<file path="config.mk">
export PLATFORM = sky130hd
export DESIGN_NAME = casfd_frame
export DESIGN_NICKNAME = d
export VERILOG_FILES = /design/src/hw/rtl/casfd_pkg.sv /design/src/hw/rtl/casfd_frame.sv
export SDC_FILE = /design/constraint.sdc
export NUM_CORES = 1
export LEC_CHECK = 0
export BUFFER_PORTS_ARGS = -buffer_cell sky130_fd_sc_hd__buf_2
export CORE_MARGIN = 2
export CORE_UTILIZATION = 36
export DETAILED_ROUTE_END_ITERATION = 8
export SYNTH_ARGS = -nofsm -noshare
export SYNTH_HDL_FRONTEND = slang
export SYNTH_SLANG_ARGS = --single-unit
</file>
<file path="constraint.sdc">
create_clock -name clk -period 3.6 [get_ports clk]
set_clock_uncertainty 0.2 [all_clocks]
set_input_delay 0.36 -clock clk [delete_from_list [all_inputs] [get_ports clk]]
set_output_delay 0.36 -clock clk [all_outputs]
set_load 0.05 [all_outputs]
</file>
<file path="src/hw/rtl/casfd_pkg.sv">
// shared types, constants and the crc-8 step for the checked sample frame decoder
// no dependencies; every other rtl file imports this package
`default_nettype none

package casfd_pkg;

  localparam int BYTE_W = 8;
  localparam int WORD_W = 16;
  localparam int POS_W  = 4;
  localparam int TEMP_W = 15;
  localparam int HUM_W  = 14;
  localparam int BAD_W  = 2;
  localparam int PROD_W = 31;  // 65535 * 17500 fits in 31 bits

  localparam logic [POS_W-1:0]  LAST_POS = 4'd8;
  localparam logic [BYTE_W-1:0] CRC_INIT = 8'hFF;
  localparam logic [BYTE_W-1:0] CRC_POLY = 8'h31;

  localparam logic [PROD_W-1:0] TEMP_SCALE  = 31'd17500;
  localparam logic [PROD_W-1:0] HUM_SCALE   = 31'd10000;
  localparam logic [TEMP_W-1:0] TEMP_OFFSET = 15'd4500;

  typedef enum logic [BAD_W-1:0] {
    BAD_NONE = 2'd0,
    BAD_CO2  = 2'd1,
    BAD_TEMP = 2'd2,
    BAD_HUM  = 2'd3
  } bad_word_t;

  typedef enum logic [1:0] {
    SLOT_HI  = 2'd0,
    SLOT_LO  = 2'd1,
    SLOT_CRC = 2'd2
  } slot_t;

  // raw words of a finished frame plus the first failing word
  typedef struct packed {
    logic [WORD_W-1:0] co2_word;
    logic [WORD_W-1:0] temp_word;
    logic [WORD_W-1:0] hum_word;
    bad_word_t         bad;
  } sample_t;

  // msb-first crc-8 over one byte, no final xor
  function automatic logic [BYTE_W-1:0] crc8_update(input logic [BYTE_W-1:0] crc,
                                                    input logic [BYTE_W-1:0] b);
    logic [BYTE_W-1:0] c;
    c = crc ^ b;
    for (int i = 0; i < BYTE_W; i++) begin
      c = c[BYTE_W-1] ? ({c[BYTE_W-2:0], 1'b0} ^ CRC_POLY) : {c[BYTE_W-2:0], 1'b0};
    end
    return c;
  endfunction

endpackage

`default_nettype wire

</file>
<file path="src/hw/rtl/casfd_frame.sv">
// byte position tracking, per-word crc check and word assembly
// depends on casfd_pkg
`default_nettype none

module casfd_frame import casfd_pkg::*; (
  input  wire logic              clk,
  input  wire logic              rst_n,
  input  wire logic              take,
  input  wire logic [BYTE_W-1:0] data_byte,
  input  wire logic              frame_start,
  output logic                   done,
  output sample_t                sample
);

  logic [POS_W-1:0]  pos_r, pos_nxt;
  logic [BYTE_W-1:0] crc_r, crc_nxt;
  logic [BYTE_W-1:0] high_r, high_nxt;
  logic [WORD_W-1:0] co2_r, co2_nxt;
  logic [WORD_W-1:0] temp_r, temp_nxt;
  logic [WORD_W-1:0] hum_r, hum_nxt;
  bad_word_t         fail_r, fail_nxt;

  logic [POS_W-1:0]  pos_eff;
  logic [BYTE_W-1:0] crc_base;
  bad_word_t         fail_base;
  slot_t             slot;
  bad_word_t         word_code;
  logic [WORD_W-1:0] word_val;

  always_comb begin
    pos_eff   = (frame_start || pos_r > LAST_POS) ? '0 : pos_r;
    crc_base  = (pos_eff == '0) ? CRC_INIT : crc_r;
    fail_base = (pos_eff == '0) ? BAD_NONE : fail_r;
    word_val  = {high_r, data_byte};

    unique case (pos_eff)
      4'd0: begin slot = SLOT_HI;  word_code = BAD_CO2;  end
      4'd1: begin slot = SLOT_LO;  word_code = BAD_CO2;  end
      4'd2: begin slot = SLOT_CRC; word_code = BAD_CO2;  end
      4'd3: begin slot = SLOT_HI;  word_code = BAD_TEMP; end
      4'd4: begin slot = SLOT_LO;  word_code = BAD_TEMP; end
      4'd5: begin slot = SLOT_CRC; word_code = BAD_TEMP; end
      4'd6: begin slot = SLOT_HI;  word_code = BAD_HUM;  end
      4'd7: begin slot = SLOT_LO;  word_code = BAD_HUM;  end
      default: begin slot = SLOT_CRC; word_code = BAD_HUM; end
    endcase

    crc_nxt  = crc_base;
    high_nxt = high_r;
    co2_nxt  = co2_r;
    temp_nxt = temp_r;
    hum_nxt  = hum_r;
    fail_nxt = fail_base;

    unique case (slot)
      SLOT_HI: begin
        crc_nxt  = crc8_update(crc_base, data_byte);
        high_nxt = data_byte;
      end
      SLOT_LO: begin
        crc_nxt = crc8_update(crc_base, data_byte);
        unique case (word_code)
          BAD_CO2:  co2_nxt  = word_val;
          BAD_TEMP: temp_nxt = word_val;
          default:  hum_nxt  = word_val;
        endcase
      end
      default: begin
        // only the first mismatching word is kept
        if (crc_base != data_byte && fail_base == BAD_NONE) begin
          fail_nxt = word_code;
        end
        crc_nxt = CRC_INIT;
      end
    endcase

    pos_nxt = (pos_eff == LAST_POS) ? '0 : pos_eff + 1'b1;
  end

  assign done   = take && (pos_eff == LAST_POS);
  assign sample = '{co2_word: co2_r, temp_word: temp_r, hum_word: hum_r, bad: fail_nxt};

  always_ff @(posedge clk) begin
    if (!rst_n) begin
      pos_r  <= '0;
      crc_r  <= CRC_INIT;
      high_r <= '0;
      co2_r  <= '0;
      temp_r <= '0;
      hum_r  <= '0;
      fail_r <= BAD_NONE;
    end else if (take) begin
      pos_r  <= pos_nxt;
      crc_r  <= crc_nxt;
      high_r <= high_nxt;
      co2_r  <= co2_nxt;
      temp_r <= temp_nxt;
      hum_r  <= hum_nxt;
      fail_r <= fail_nxt;
    end
  end

endmodule

`default_nettype wire

</file>
==> reports/qor.yml <==
logic_synthesis:
  syn_nets: 387
  ys_async_sr_fraction_pct: 0
  avgSynthCellArea_sq_um: 9.81
  synthSimpleGateAreaFrac_pct: 18.8
  synth_compound_area_share_pct: 10.8
  yosysSeqAreaShare_pct: 38.9
  netlist_area_sq_um: 3600
  synth_top_family_by_area: "simple AND/OR/NAND/NOR gates"
  synthCells: 367
  synth-main-ff-cell: "dfxtp_1"
  synth-seq-cells: 70
  yosysWarnings: 0
  synthAdderAreaFrac_pct: 2.78
  synth_edf_count: 0
  yosys-mux-area-fraction_pct: 15.8
  yosysUniqueCellTypes: 48
  synth_xor_area_share_pct: 7.09
setup_path:
  critPathCaptureType: "output pin"
  crit_fanout: 8
  worstPathRequired_ns: 3.04
  cp-start-kind: "flip-flop"
  r2r_slack_ns: 0.20
  reg2reg_from: "pos_r[0]"
  startpoint: "pos_r[0]"
  r2r-end: "hum_r[11]"
  path_class: "reg -> out"
  ff2ff_path_depth: 14
  arrival_ns: 3.00
die:
  row_count: 36
  coreArea_sq_um: 9730
  io_pins: 63
  start_util_pct: 37.0
  die_h_um: 104
  fp.dieArea_sq_um: 10800
  die_w_um: 104
status:
  status: "finished clean"
clocking:
  cts_sinks: 70
  cts_tree: "yes"
  htree_levels: 3
  cts_buffers: 9
  clock_path_buffers: 2
  clk_pin_slew_worst_paths_ns: 0.08
  root_buffer: "clkbuf_8"
  clk_latency_ns: 0.35
  hold_buffers: 0
hold_path:
  min_from: "data_byte[0]"
  hold_path_depth: 3
  holdPathEnd: "high_r[0]"
  min_path_type: "in -> reg"
pwr:
  p_leak_nw: 1.75
  peakVddDrop_mv: 0.227
  p_per_area_nw_per_um2: 405
  power_mw: 1.80
placed_design:
  dp_cells: 534
  io_buffers: 62
  dp_slack_ns: 0.0744
  dp_hpwl_um: 5680
  gp_congestion: 0.875
  dpl_cell_area_sq_um: 3950
global_routing:
  met3_usage_pct: 4.51
  grt_busiest_layer: "met2"
  met1_usage_pct: 21.1
  grt_usage_pct: 16.5
  met2_usage_pct: 27.3
  gr-total-overflow: 0
  antenna_found_initial: 0
  grt_max_degree: 43
  grt_pass1_vias: 2706
  grt_pass1_wl_um: 14100
timing:
  tightestPinTransition_ns: 0.637
  rsz0062_at_grt: "yes"
  period_share_pct: 98.8
  hold_viol: 0
  fmax_ghz: 0.281
  finalSetupTns_ns: 0
  drv_slew: 0
  fin_crit_ns: 3.56
  finalSetupViolations: 0
  maxSlewHeadroom_pct: 57.6
  holdWs_ns: 0.212
  fin_ws_ns: 0.0432
routing:
  drc_errors: 0
  finalWirelength_um: 8800
  vias_per_cell: 4.91
  wire_per_inst_um: 15.5
  first_iter_violations: 148
  firstDrtPassIters: 4
  drtAntennaViolNets: 0
  vias: 2792
layout:
  diodes: 0
  layoutNonFillerInstCount: 569
  finalNetCount: 451
  final_area_sq_um: 4440
  area_delta_synth_final_pct: 23.3
  drive_gt1_share_pct: 29.1
  final_util_pct: 45.6
run:
  drv_cap: 0
cells by family after synthesis:
family	count (synthesis)
XOR/XNOR	25
buffers and inverters	42
AO/OA/AOI/OAI	46
adder cells (fa/ha/maj)	8
AND/OR/NAND/NOR	119
multiplexers	57
flip-flops	70
cells in the mapped netlist, types with 2 or more instances:
cell | count | area, sq um
o21ai_0 | 3 | 15.0
or3_1 | 3 | 18.8
o21ai_1 | 3 | 15.0
a211oi_1 | 2 | 15.0
a221oi_2 | 3 | 45.0
a311oi_1 | 4 | 35.0
nand3_1 | 6 | 30.0
nand2_1 | 25 | 93.8
a311oi_2 | 2 | 30.0
nor2b_1 | 57 | 357
nor3_1 | 2 | 10.0
mux2i_1 | 57 | 571
o22ai_1 | 5 | 31.3
a21o_1 | 2 | 15.0
nand2b_1 | 2 | 12.5
inv_1 | 8 | 30.0
xnor2_1 | 13 | 114
buf_2 | 3 | 15.0
a21oi_1 | 4 | 20.0
buf_4 | 4 | 30.0
a21boi_0 | 2 | 15.0
ha_1 | 8 | 100
buf_6 | 4 | 45.0
buf_1 | 4 | 15.0
nor2_1 | 11 | 41.3
dfxtp_1 | 70 | 1400
o31ai_1 | 5 | 37.5
and2_1 | 5 | 31.3
xor2_1 | 9 | 78.8
clkbuf_1 | 18 | 67.6
a32oi_1 | 4 | 35.0
or4bb_1 | 3 | 33.8
sequential cells by signal (all words and copies together) (netlist names):
register	count
crc_r	8
fail_r	2
high_r	8
pos_r	4
hum_r	16
temp_r	16
co2_r	16
placed cells by master, fill, tap and decap left out, types with 2 or more instances in the layout:
master     instances
a21oi_1            3
buf_2             60
nor3_1             2
o21ai_2            2
or3_1              2
o22ai_1            5
xnor2_1           13
a311oi_2           2
clkinv_4           2
xor2_1             9
nand3_1            6
dfxtp_1           68
ha_1               7
o31ai_1            5
nor2b_1           57
a211oi_1           2
nand2_2            2
mux2i_1           57
a311oi_1           4
a21boi_0           2
nand2b_1           2
and2_1             4
a32oi_2            2
a21o_1             2
inv_1              8
buf_6              5
nand2_1           23
clkbuf_8           9
nor2_1            11
or4bb_1            3
buf_4             20
bufinv_16          2
dfxtp_4            2
clkinv_2           2
a221oi_2           3
o21ai_0            3
repair_timing:
item	4_1_cts	5_1_grt
endpoints found under the setup margin	2	2
resized for setup	8	19
buffers inserted	13	7
pin swaps	3	9
worst max path at each step:
| stage | slack, ns | cells past startpoint | to |
|---|---|---|---|
| detailed placement | 0.07 | 10 | sample[0] |
| finish | 0.04 | 11 | sample[0] |
| floorplan | -0.03 | 12 | sample[0] |
| global route | -0.1 | 11 | sample[0] |
| CTS | 0.003 | 12 | sample[1] |
| global placement | 0.20 | 10 | sample[0] |
critical path: stages, from the launching register on:
cell,delay (ns)
dfxtp_4,0.37
or3_4,0.38
a21oi_4,0.20
nand2_2,0.12
ha_4,0.18
and2_4,0.18
a31oi_4,0.28
buf_6,0.16
a32oi_4,0.06
o41ai_4,0.43
o21ai_2,0.11
buf_6,0.16
layer usage:
metal | vias to the layer above | share of wire (%)
met5 | - | 0
met4 | 0 | 1.8
met3 | 14 | 5.1
met2 | 81 | 48
met1 | 1315 | 45
li1 | 1382 | -
cell type report:
class | count | area [sq um]
Multi-Input combinational cell | 255 | 2080
Tap cell | 133 | 166
Fill cell | 956 | 5290
Sequential cell | 70 | 1410
Clock buffer | 9 | 124
Timing Repair Buffer | 86 | 527
Clock inverter | 7 | 96.3
Inverter | 9 | 33.8
report_power, final:
group,switching (mW),internal (mW)
Clock,0.320,0.392
Combinational,0.137,0.118
Sequential,0.0322,0.796
Total,0.490,1.31
Note: power is estimated with default switching activity, not from simulation.
